$ cat src/design/ryc_pkg.sv
// Shared types and constants for the RGB888 / UYVY pixel pair converter.
// No dependencies.
`default_nettype none

package ryc_pkg;

	localparam int PIX_W = 8;
	localparam int PAIR_BYTES = 6;

	// Conversion direction codes
	localparam logic DIR_RGB_TO_UYVY = 1'b0;
	localparam logic DIR_UYVY_TO_RGB = 1'b1;

	typedef logic [PIX_W-1:0] pix_t;
	typedef pix_t [PAIR_BYTES-1:0] pair_t;

endpackage

`default_nettype wire

$ cat src/design/ryc_in_if.sv
// Input channel of the converter: one pixel pair and its frame-end flag.
// Uses ryc_pkg for the byte type.
`default_nettype none

interface ryc_in_if;
	logic valid;
	logic ready;
	ryc_pkg::pix_t in_0;
	ryc_pkg::pix_t in_1;
	ryc_pkg::pix_t in_2;
	ryc_pkg::pix_t in_3;
	ryc_pkg::pix_t in_4;
	ryc_pkg::pix_t in_5;
	logic frame_end;

	modport source (output valid, in_0, in_1, in_2, in_3, in_4, in_5, frame_end,
		input ready);
	modport sink (input valid, in_0, in_1, in_2, in_3, in_4, in_5, frame_end,
		output ready);
endinterface

`default_nettype wire

$ cat src/design/ryc_out_if.sv
// Output channel of the converter: one converted pixel pair and its frame-end flag.
// Uses ryc_pkg for the byte type.
`default_nettype none

interface ryc_out_if;
	logic valid;
	logic ready;
	ryc_pkg::pix_t out_0;
	ryc_pkg::pix_t out_1;
	ryc_pkg::pix_t out_2;
	ryc_pkg::pix_t out_3;
	ryc_pkg::pix_t out_4;
	ryc_pkg::pix_t out_5;
	logic frame_end_out;

	modport source (output valid, out_0, out_1, out_2, out_3, out_4, out_5,
		frame_end_out, input ready);
	modport sink (input valid, out_0, out_1, out_2, out_3, out_4, out_5,
		frame_end_out, output ready);
endinterface

`default_nettype wire

$ cat src/design/rgb888_uyvy_color_converter_top.sv
// RGB888 / UYVY pixel pair converter, top level with handshake and registers.
// Uses ryc_pkg, ryc_in_if, ryc_out_if and ryc_convert.
//
// Takes one pixel pair per clock and returns one converted pair per clock.
// A pair passes through the input register and then the result register,
// with the fixed-point channel math between them. Direction 0 turns RGB888
// pairs into UYVY (U from pixel A, V from pixel B, out_4 and out_5 zero),
// direction 1 turns UYVY into two RGB888 pixels. Results are rounded half
// up and clamped to 0..255; frame_end rides along unchanged.
// Write the direction only while no pair is in flight. Throughput drops
// below one pair per clock only when the output side holds ready low.
`default_nettype none

module rgb888_uyvy_color_converter_top #(
	parameter int COEF_FRAC_BITS = 12
) (
	input  wire logic  clk,
	input  wire logic  arst_n,
	input  wire logic  cfg_we,
	input  wire logic  cfg_wdata,
	ryc_in_if.sink     upstream,
	ryc_out_if.source  downstream
);

	logic direction_q;

	logic           v_s1;
	ryc_pkg::pair_t pair_s1;
	logic           fe_s1;

	logic           v_s2;
	ryc_pkg::pair_t res_s2;
	logic           fe_s2;

	ryc_pkg::pair_t res;
	logic           adv_s2;
	logic           adv_s1;

	assign adv_s2 = !v_s2 || downstream.ready;
	assign adv_s1 = !v_s1 || adv_s2;
	assign upstream.ready = adv_s1;

	always_ff @(posedge clk or negedge arst_n) begin
		if (!arst_n) begin
			direction_q <= ryc_pkg::DIR_RGB_TO_UYVY;
		end else if (cfg_we) begin
			direction_q <= cfg_wdata;
		end
	end

	always_ff @(posedge clk or negedge arst_n) begin
		if (!arst_n) begin
			v_s1 <= 1'b0;
			v_s2 <= 1'b0;
		end else begin
			if (adv_s1) begin
				v_s1 <= upstream.valid;
			end
			if (adv_s2) begin
				v_s2 <= v_s1;
			end
		end
	end

	always_ff @(posedge clk) begin
		if (adv_s1 && upstream.valid) begin
			pair_s1 <= '{upstream.in_5, upstream.in_4, upstream.in_3,
				upstream.in_2, upstream.in_1, upstream.in_0};
			fe_s1 <= upstream.frame_end;
		end
		if (adv_s2 && v_s1) begin
			res_s2 <= res;
			fe_s2 <= fe_s1;
		end
	end

	ryc_convert #(.FRAC_BITS(COEF_FRAC_BITS)) u_convert (
		.dir  (direction_q),
		.pair (pair_s1),
		.res  (res)
	);

	assign downstream.valid = v_s2;
	assign downstream.out_0 = res_s2[0];
	assign downstream.out_1 = res_s2[1];
	assign downstream.out_2 = res_s2[2];
	assign downstream.out_3 = res_s2[3];
	assign downstream.out_4 = res_s2[4];
	assign downstream.out_5 = res_s2[5];
	assign downstream.frame_end_out = fe_s2;

endmodule

`default_nettype wire

$ cat src/design/ryc_dot3.sv
// One color channel: three constant-coefficient products plus offset,
// rounded half up, scaled down and clamped to a byte. Uses ryc_pkg.
`default_nettype none

module ryc_dot3 #(
	parameter int FRAC_BITS = 12,
	parameter longint K0 = 0,
	parameter longint K1 = 0,
	parameter longint K2 = 0,
	parameter longint OFS = 0
) (
	input  ryc_pkg::pix_t x0,
	input  ryc_pkg::pix_t x1,
	input  ryc_pkg::pix_t x2,
	output ryc_pkg::pix_t y
);

	// |sum| stays below 2^(FRAC_BITS+11): coefficients under 2, offsets under 256
	localparam int SW = FRAC_BITS + 12;
	localparam int IW = SW - FRAC_BITS;
	localparam longint HALF = longint'(1) << (FRAC_BITS - 1);

	logic signed [SW-1:0] p0;
	logic signed [SW-1:0] p1;
	logic signed [SW-1:0] p2;
	logic signed [SW-1:0] sum;
	logic [IW-1:0] whole;

	assign p0 = $signed(SW'(K0)) * $signed({{(SW-ryc_pkg::PIX_W){1'b0}}, x0});
	assign p1 = $signed(SW'(K1)) * $signed({{(SW-ryc_pkg::PIX_W){1'b0}}, x1});
	assign p2 = $signed(SW'(K2)) * $signed({{(SW-ryc_pkg::PIX_W){1'b0}}, x2});
	assign sum = p0 + p1 + p2 + $signed(SW'(OFS + HALF));
	assign whole = sum[SW-1:FRAC_BITS];

	always_comb begin
		priority if (sum[SW-1]) begin
			y = '0;
		end else if (|whole[IW-2:ryc_pkg::PIX_W]) begin
			y = '1;
		end else begin
			y = whole[ryc_pkg::PIX_W-1:0];
		end
	end

endmodule

`default_nettype wire

$ cat src/design/ryc_convert.sv
// Pair conversion datapath for both directions and the output select.
// Uses ryc_pkg and ryc_dot3.
`default_nettype none

module ryc_convert #(
	parameter int FRAC_BITS = 12
) (
	input  logic          dir,
	input  ryc_pkg::pair_t pair,
	output ryc_pkg::pair_t res
);

	localparam longint ONE = longint'(1) << FRAC_BITS;

	// Coefficients, round half up to FRAC_BITS fraction bits
	localparam longint K_Y_R = (longint'(299) * ONE + 500) / 1000;
	localparam longint K_Y_G = (longint'(587) * ONE + 500) / 1000;
	localparam longint K_Y_B = (longint'(114) * ONE + 500) / 1000;
	localparam longint K_U_R = (longint'(169) * ONE + 500) / 1000;
	localparam longint K_U_G = (longint'(331) * ONE + 500) / 1000;
	localparam longint K_UV_P = (longint'(499) * ONE + 500) / 1000;
	localparam longint K_V_G = (longint'(418) * ONE + 500) / 1000;
	localparam longint K_V_B = (longint'(813) * ONE + 5000) / 10000;
	localparam longint K_C_OFS = longint'(128) * ONE;
	localparam longint K_R_Y = (longint'(997) * ONE + 500) / 1000;
	localparam longint K_R_U = (longint'(7) * ONE + 500) / 1000;
	localparam longint K_R_V = (longint'(1405) * ONE + 500) / 1000;
	localparam longint K_R_OFS = (longint'(189114) * ONE + 500) / 1000;
	localparam longint K_G_U = (longint'(343) * ONE + 500) / 1000;
	localparam longint K_G_V = (longint'(716) * ONE + 500) / 1000;
	localparam longint K_G_OFS = (longint'(135460) * ONE + 500) / 1000;
	localparam longint K_B_Y = (longint'(1006) * ONE + 500) / 1000;
	localparam longint K_B_U = (longint'(1780) * ONE + 500) / 1000;
	localparam longint K_B_OFS = (longint'(227810) * ONE + 500) / 1000;

	ryc_pkg::pix_t u_a, y_a, v_b, y_b;
	ryc_pkg::pix_t r_a, g_a, b_a, r_b, g_b, b_b;

	// RGB888 to UYVY: chroma from one pixel each, no averaging
	ryc_dot3 #(.FRAC_BITS(FRAC_BITS), .K0(-K_U_R), .K1(-K_U_G), .K2(K_UV_P), .OFS(K_C_OFS))
		u_chan_u (.x0(pair[0]), .x1(pair[1]), .x2(pair[2]), .y(u_a));
	ryc_dot3 #(.FRAC_BITS(FRAC_BITS), .K0(K_Y_R), .K1(K_Y_G), .K2(K_Y_B), .OFS(0))
		u_chan_ya (.x0(pair[0]), .x1(pair[1]), .x2(pair[2]), .y(y_a));
	ryc_dot3 #(.FRAC_BITS(FRAC_BITS), .K0(K_UV_P), .K1(-K_V_G), .K2(-K_V_B), .OFS(K_C_OFS))
		u_chan_v (.x0(pair[3]), .x1(pair[4]), .x2(pair[5]), .y(v_b));
	ryc_dot3 #(.FRAC_BITS(FRAC_BITS), .K0(K_Y_R), .K1(K_Y_G), .K2(K_Y_B), .OFS(0))
		u_chan_yb (.x0(pair[3]), .x1(pair[4]), .x2(pair[5]), .y(y_b));

	// UYVY to RGB888: bytes are U, Y_A, V, Y_B; inputs ordered Y, U, V
	ryc_dot3 #(.FRAC_BITS(FRAC_BITS), .K0(K_R_Y), .K1(-K_R_U), .K2(K_R_V), .OFS(-K_R_OFS))
		u_chan_ra (.x0(pair[1]), .x1(pair[0]), .x2(pair[2]), .y(r_a));
	ryc_dot3 #(.FRAC_BITS(FRAC_BITS), .K0(ONE), .K1(-K_G_U), .K2(-K_G_V), .OFS(K_G_OFS))
		u_chan_ga (.x0(pair[1]), .x1(pair[0]), .x2(pair[2]), .y(g_a));
	ryc_dot3 #(.FRAC_BITS(FRAC_BITS), .K0(K_B_Y), .K1(K_B_U), .K2(0), .OFS(-K_B_OFS))
		u_chan_ba (.x0(pair[1]), .x1(pair[0]), .x2(pair[2]), .y(b_a));
	ryc_dot3 #(.FRAC_BITS(FRAC_BITS), .K0(K_R_Y), .K1(-K_R_U), .K2(K_R_V), .OFS(-K_R_OFS))
		u_chan_rb (.x0(pair[3]), .x1(pair[0]), .x2(pair[2]), .y(r_b));
	ryc_dot3 #(.FRAC_BITS(FRAC_BITS), .K0(ONE), .K1(-K_G_U), .K2(-K_G_V), .OFS(K_G_OFS))
		u_chan_gb (.x0(pair[3]), .x1(pair[0]), .x2(pair[2]), .y(g_b));
	ryc_dot3 #(.FRAC_BITS(FRAC_BITS), .K0(K_B_Y), .K1(K_B_U), .K2(0), .OFS(-K_B_OFS))
		u_chan_bb (.x0(pair[3]), .x1(pair[0]), .x2(pair[2]), .y(b_b));

	always_comb begin
		unique case (dir)
			ryc_pkg::DIR_RGB_TO_UYVY: begin
				res = '{'0, '0, y_b, v_b, y_a, u_a};
			end
			ryc_pkg::DIR_UYVY_TO_RGB: begin
				res = '{b_b, g_b, r_b, b_a, g_a, r_a};
			end
			default: begin
				res = '0;
			end
		endcase
	end

endmodule

`default_nettype wire

$ cat src/flat_wrapper.sv
// flat-port wrapper written by rule: the top's interface ports become plain ports
module rgb888_uyvy_color_converter_top_flat 
#(
	parameter int COEF_FRAC_BITS = 12
)
  (clk, arst_n, cfg_we, cfg_wdata, upstream_valid, upstream_in_0, upstream_in_1, upstream_in_2, upstream_in_3, upstream_in_4, upstream_in_5, upstream_frame_end, upstream_ready, downstream_valid, downstream_out_0, downstream_out_1, downstream_out_2, downstream_out_3, downstream_out_4, downstream_out_5, downstream_frame_end_out, downstream_ready);
  ryc_in_if upstream_i ();
  ryc_out_if downstream_i ();
  input  wire logic clk;
  input  wire logic arst_n;
  input  wire logic cfg_we;
  input  wire logic cfg_wdata;
  input wire logic [$bits(upstream_i.valid)-1:0] upstream_valid;
  input wire logic [$bits(upstream_i.in_0)-1:0] upstream_in_0;
  input wire logic [$bits(upstream_i.in_1)-1:0] upstream_in_1;
  input wire logic [$bits(upstream_i.in_2)-1:0] upstream_in_2;
  input wire logic [$bits(upstream_i.in_3)-1:0] upstream_in_3;
  input wire logic [$bits(upstream_i.in_4)-1:0] upstream_in_4;
  input wire logic [$bits(upstream_i.in_5)-1:0] upstream_in_5;
  input wire logic [$bits(upstream_i.frame_end)-1:0] upstream_frame_end;
  output wire logic [$bits(upstream_i.ready)-1:0] upstream_ready;
  output wire logic [$bits(downstream_i.valid)-1:0] downstream_valid;
  output wire logic [$bits(downstream_i.out_0)-1:0] downstream_out_0;
  output wire logic [$bits(downstream_i.out_1)-1:0] downstream_out_1;
  output wire logic [$bits(downstream_i.out_2)-1:0] downstream_out_2;
  output wire logic [$bits(downstream_i.out_3)-1:0] downstream_out_3;
  output wire logic [$bits(downstream_i.out_4)-1:0] downstream_out_4;
  output wire logic [$bits(downstream_i.out_5)-1:0] downstream_out_5;
  output wire logic [$bits(downstream_i.frame_end_out)-1:0] downstream_frame_end_out;
  input wire logic [$bits(downstream_i.ready)-1:0] downstream_ready;
  assign upstream_i.valid = upstream_valid;
  assign upstream_i.in_0 = upstream_in_0;
  assign upstream_i.in_1 = upstream_in_1;
  assign upstream_i.in_2 = upstream_in_2;
  assign upstream_i.in_3 = upstream_in_3;
  assign upstream_i.in_4 = upstream_in_4;
  assign upstream_i.in_5 = upstream_in_5;
  assign upstream_i.frame_end = upstream_frame_end;
  assign upstream_ready = upstream_i.ready;
  assign downstream_valid = downstream_i.valid;
  assign downstream_out_0 = downstream_i.out_0;
  assign downstream_out_1 = downstream_i.out_1;
  assign downstream_out_2 = downstream_i.out_2;
  assign downstream_out_3 = downstream_i.out_3;
  assign downstream_out_4 = downstream_i.out_4;
  assign downstream_out_5 = downstream_i.out_5;
  assign downstream_frame_end_out = downstream_i.frame_end_out;
  assign downstream_i.ready = downstream_ready;
  rgb888_uyvy_color_converter_top #(.COEF_FRAC_BITS(COEF_FRAC_BITS)) u_core (.clk(clk), .arst_n(arst_n), .cfg_we(cfg_we), .cfg_wdata(cfg_wdata), .upstream(upstream_i), .downstream(downstream_i));
endmodule
$ cat config.mk
export PLATFORM = sky130hd
export DESIGN_NAME = rgb888_uyvy_color_converter_top_flat
export DESIGN_NICKNAME = d
export VERILOG_FILES = /design/src/design/ryc_pkg.sv /design/src/design/ryc_in_if.sv /design/src/design/ryc_out_if.sv /design/src/design/rgb888_uyvy_color_converter_top.sv /design/src/design/ryc_dot3.sv /design/src/design/ryc_convert.sv /design/src/flat_wrapper.sv
export SDC_FILE = /design/constraint.sdc
export NUM_CORES = 2
export LEC_CHECK = 0
export BUFFER_PORTS_ARGS = -buffer_cell sky130_fd_sc_hd__buf_4
export CAP_MARGIN = 15
export CORE_UTILIZATION = 65
export CTS_CLUSTER_SIZE = 8
export DETAILED_ROUTE_END_ITERATION = 12
export PLACE_DENSITY = 0.89
export SKIP_LAST_GASP = 1
export SYNTH_ARGS = -nofsm -noshare
export SYNTH_HDL_FRONTEND = slang
export SYNTH_SLANG_ARGS = --single-unit
$ cat constraint.sdc
create_clock -name clk -period 9.09 [get_ports clk]
set_clock_uncertainty 0.2 [all_clocks]
set_input_delay 1.3635 -clock clk [delete_from_list [all_inputs] [get_ports clk]]
set_output_delay 1.3635 -clock clk [all_outputs]
set_load 0.03 [all_outputs]
[Word-level counts from Yosys, hierarchy flattened]
Cells that the tools add are included.
Word-level totals
  ROM bits: 0
  word-level logic and storage cells: 104
  memories: 0
  bits in latches: 0
  register bits: 101
  bits in writable memories: 0
  output and inout bits: 51
Cells by class
  magnitude comparators: 0
  shift-type cells: 0
  add/subtract/negate cells: 28
  muxes and demuxes: 21
  reductions and logical operators: 16
  divide/modulo/power cells: 0
  multiply operators: 21
  bitwise logic cells: 1
  eq/ne operators: 0
Operators by type and width (count)
  24-bit adder: 9
  24-bit by 21-bit adder with 24-bit output (second input constant): 8
  8-bit 2-to-1 mux: 20
  21-bit by 24-bit adder with 24-bit output: 4
  48-bit one-hot mux with 2 select lines: 1
  13-bit by 8-bit multiplier with 21-bit output (first input constant): 4
  20-bit by 24-bit adder with 24-bit output: 3
  10-bit by 8-bit multiplier with 18-bit output (first input constant): 4
  9-bit by 8-bit multiplier with 17-bit output (first input constant): 4
  22-bit by 24-bit adder with 24-bit output: 2
  24-bit by 13-bit adder with 24-bit output (second input constant): 2
  10-bit by 9-bit multiplier with 19-bit output (first input constant): 2
  11-bit by 8-bit multiplier with 19-bit output (first input constant): 2
  3-bit OR reduction: 10
  13-bit by 9-bit multiplier with 22-bit output (first input constant): 1
  12-bit by 9-bit multiplier with 21-bit output (first input constant): 1
  9-bit by 9-bit multiplier with 18-bit output (first input constant): 1
  8-bit by 9-bit multiplier with 17-bit output (first input constant): 1
  6-bit by 9-bit multiplier with 15-bit output (first input constant): 1
  1-bit logical AND: 2
  1-bit logical NOT: 2
  1-bit logical OR: 2
  1-bit inverter: 1

[Depth between registers and ports, before layout]
  depth in word-level cells: 8
  mapped depth: 32

[Hierarchy]
From an unflattened synthesis, not the netlist that was laid out.
Unflattened totals
  cells, all modules: 5726
  area total of the unflattened synthesis: 55844.8 sq um
Modules (own cells, without submodules)
  ryc_dot3 at u_core.u_convert.u_chan_ga ...: area an instance 5535.3 sq um, times used 2, seq. area each 0.0 sq um, cells each 557
  ryc_dot3 at u_core.u_convert.u_chan_ba ...: area an instance 3921.3 sq um, times used 2, seq. area each 0.0 sq um, cells each 428
  ryc_dot3 at u_core.u_convert.u_chan_u: area an instance 6532.5 sq um, times used 1, seq. area each 0.0 sq um, cells each 708
  ryc_dot3 at u_core.u_convert.u_chan_v: area an instance 6092.1 sq um, times used 1, seq. area each 0.0 sq um, cells each 650
  ryc_dot3 at u_core.u_convert.u_chan_ra: area an instance 5948.2 sq um, times used 1, seq. area each 0.0 sq um, cells each 659
  ryc_dot3 at u_core.u_convert.u_chan_rb: area an instance 5850.6 sq um, times used 1, seq. area each 0.0 sq um, cells each 659
  ryc_dot3 at u_core.u_convert.u_chan_ya: area an instance 4489.3 sq um, times used 1, seq. area each 0.0 sq um, cells each 464
  ryc_dot3 at u_core.u_convert.u_chan_yb: area an instance 4418.0 sq um, times used 1, seq. area each 0.0 sq um, cells each 455
  rgb888_uyvy_color_converter_top: area an instance 3083.0 sq um, times used 1, seq. area each 3017.9 sq um, cells each 108
  ryc_convert: area an instance 518.0 sq um, times used 1, seq. area each 0.0 sq um, cells each 53

[Worst setup path after synthesis]
Ideal clock, no wire load.
  path type: reg-to-reg
  start: register u_core.pair_s1[20] (netlist name)
  end: register u_core.res_s2, in the netlist u_core.downstream.out_0[0], data pin
  arrival: 7.165 ns
  data required time: 8.737 ns
  period minus slack after synthesis: 7.518 ns
  slack: 1.572 ns
  cell stages (with the launch flop): 27
  cells stage by stage: edfxtp_1 -> fa_1 -> inv_1 -> fa_1 -> fa_1 -> fa_1 -> inv_1 -> ha_1 -> a21boi_0 -> o21ai_0 -> a211oi_1 -> nor2_1 -> a21o_1 -> xnor2_1 -> inv_1 -> fa_1 -> inv_1 -> ha_1 -> ha_1 -> and3_1 -> o211ai_1 -> a21boi_1 -> a311o_1 -> a21oi_1 -> a2bb2oi_1 -> o21ai_0 -> o21ai_0
RTL lines
  from (decl): line rgb888_uyvy_color_converter_top.sv:28  | ryc_pkg::pair_t pair_s1;
  from (signal assigned): line rgb888_uyvy_color_converter_top.sv:67  | pair_s1 <= '{upstream.in_5, upstream.in_4, upstream.in_3,
  to (signal assigned): line rgb888_uyvy_color_converter_top.sv:72  | res_s2 <= res;
  to (decl): line rgb888_uyvy_color_converter_top.sv:32  | ryc_pkg::pair_t res_s2;

==> impl_metrics.ini <==
[drt]
drtIter0Drc = 2173
wl_per_cell_um = 19.3
via_per_inst = 5.86
antenna_left = 0
drc = 0
firstDrtPassIters = 5
vias = 31903
wirelength_um = 105000

[clock_tree]
clockRootBuffer = clkbuf_16
clk_latency_ps = 430
cts-htree-levels = 3
post_cts_buffers = 0
cts_tree = yes
post_cts_resized = 0
cts_buffers = 9
clock-sinks = 101
cts_hold_buffers = 0
clk_pin_slew_worst_paths_ps = 90
max-clock-path-buffers = 2

[critical_path]
ff2ff_setup_slack_ps = 390
cp.required_ps = 9140
rr_startpoint = u_core.pair_s1[18]$_DFFE_PP_
worstPathArrival_ps = 8740
crit_path_frequent_cell = fa_1
max_stage_delay_ps = 910
cp-start-kind = flop
end_kind = flop
r2r_cells = 26
cp_slowest_cell = fa_1
path_max_fanout = 10
reg2reg_to = u_core.downstream.out_0[3]$_DFFE_PP_
worstSetupPathType = reg2reg

[logic_synthesis]
avgSynthCellArea_um2 = 9.36
synth_top_family_by_area = adder cells
netlist.top_cell.by_area = ha_1
synthAdderAreaFrac_pct = 57.4
syn_inst = 4453
synth_mux_area_share_pct = 0.297
async_flop_share_pct = 2.97
seq_area_frac_synth_pct = 7.24
synth-edff-count = 98
synth_cell_type_count = 92
synth_simple_gate_area_share_pct = 6.88
ys_top_cells_by_area = ha_1 (34%), fa_1 (23%), inv_1 (9.9%)
synth_xor_area_share_pct = 6.85
synthFlopType = edfxtp_1
synth_compound_gate_area_share_pct = 11.3
yosysWarnings = 0
synth.ff_latch_count = 101
syn-num-nets = 6126
synth.top_cell.area_share_pct = 33.9
synth_area_um2 = 41700

[die]
dieHeight_um = 255
dieArea_um2 = 65100
row_count = 92
die_width_um = 255
num_io_pins = 106
core_um2 = 63200
initial_utilization_pct = 65.9

[sta]
rsz0062_at_grt = no
final_hold_viol_count = 0
fin_tns_setup_ps = 0
slew_headroom_pct = 31.3
finalCritPeriodShare_pct = 95.7
worst_pin_slew_ps = 1020
max_clock_freq_ghz = 0.115
setup_viol = 0
min_period_ps = 8700
slew_viol_final = 0

[finish]
area_growth_pct = 5.60
antenna_cells = 0
fin_util_pct = 69.6
seq_area_um2 = 3020
drive_gt1_share_pct = 4.90
fin_nets = 6264
layout_common_cells = ha_1 (1130), inv_1 (1100), fa_1 (488), a21oi_1 (221), xnor2_1 (221)
multi_input_area_um2 = 34500
num-fill-cells = 4385
mostFrequentLayoutCell = ha_1

[run]
maxCapViolCount = 0

[worst_hold_path]
worstHoldStart = u_core.fe_s1$_DFFE_PP_
hold_path.class = reg2reg
worstHoldPathCells = 0
min_to = u_core.downstream.frame_end_out$_DFFE_PP_

[global_route]
grt_max_degree = 50
grt_overflow = 0
antenna_found_initial = 0
grt_usage_pct = 33.6
grt_pass1_vias = 33383
grt_pass1_wl_um = 169000

[placement]
place_hpwl_um = 92200
portBuffers = 105
routabilityCongestion = 1.04

[run_status]
status = finished, final reports clean
-- layer usage --
layer,vias to the layer above,track usage (%),routed length [µm]
met5,-,0,0
met4,0,17.6,6050
met2,1141,56.5,49200
li1,14989,-,-
met3,325,6.26,8270
met1,15448,40.8,41400
-- cell families (layout without fill, tap and decap cells) --
group,after synthesis,after routing
adder cells (fa/ha/maj),1618,1618
XOR/XNOR,326,326
buffers and inverters,1108,1251
AND/OR/NAND/NOR,582,582
AO/OA/AOI/OAI,707,707
multiplexers,11,11
flip-flops,101,101
-- cells in the mapped netlist, types with 6 or more instances --
master	number
nand2_1	101
ha_1	1130
o31ai_1	10
and3_1	14
a31oi_1	18
o21ai_1	10
a21oi_1	221
or2_2	25
a2111oi_0	8
mux2i_1	9
fa_1	488
a21boi_0	12
o41ai_1	9
clkbuf_1	6
nor3_1	68
nand2b_1	28
o211ai_1	16
a211oi_1	10
o221ai_1	6
nor2b_1	36
nand4_1	20
o21ai_0	110
and2_1	10
nand3_1	32
o21bai_1	61
o2111ai_1	6
nor2_1	189
or3_1	19
inv_1	1100
a21o_1	64
a31o_2	9
o21a_1	53
xnor2_1	221
o22ai_1	12
edfxtp_1	98
xor2_1	105
-- per-stage QoR --
step                      cells  setup WS (ps)  instance area [µm²]  hold slack [ps]
after global routing       5442           10.2                44000              254
after CTS                  5442            602                44000              242
after floorplan            4453           1570                41700              200
final                      5442            393                44000              245
after global placement     5426            900                43700              203
after detailed placement   5426            693                43700              205
-- sequential cells by signal, indices dropped and copies added, names as in the netlist, 8 cells and up --
register and count:
u_core.pair_s1 48, u_core.downstream.out_0 8, u_core.downstream.out_1 8, u_core.downstream.out_2 8, u_core.downstream.out_3 8, u_core.downstream.out_4 8
u_core.downstream.out_5 8
-- cell type report --
cell class / instances / area share, %
multi-input combinational: 3244 / 78.4
inverter: 1100 / 9.38
sequential: 101 / 6.86
tap: 846 / 2.41
timing repair buffer: 135 / 2.30
clock buffer: 9 / 0.512
clock inverter: 7 / 0.168
-- critical path: cells and delay by family, from the launching register on --
kind / cells / cell delay, ps
AO/OA/AOI/OAI: 11 / 2840
XOR/XNOR: 1 / 330
adder cells (fa/ha/maj): 8 / 3920
buffers and inverters: 4 / 330
flip-flops: 1 / 620
AND/OR/NAND/NOR: 2 / 280
-- how the worst max path moves through the flow --
stage                                            start                                    to  slack, ps  cells after the start
after floorplan           u_core.pair_s1[20]$_DFFE_PP_  u_core.downstream.out_0[0]$_DFFE_PP_       1570                     26
after global placement    u_core.pair_s1[18]$_DFFE_PP_  u_core.downstream.out_0[5]$_DFFE_PP_        900                     26
after detailed placement  u_core.pair_s1[18]$_DFFE_PP_  u_core.downstream.out_0[3]$_DFFE_PP_        690                     26
after CTS                 u_core.pair_s1[18]$_DFFE_PP_  u_core.downstream.out_0[3]$_DFFE_PP_        600                     26
after global routing      u_core.pair_s1[18]$_DFFE_PP_  u_core.downstream.out_0[0]$_DFFE_PP_         10                     26
final                     u_core.pair_s1[18]$_DFFE_PP_  u_core.downstream.out_0[3]$_DFFE_PP_        390                     26
Power is left out: the tool's default activity adds up to more than one toggle a clock period on the data nets, which glitch-free logic cannot reach.
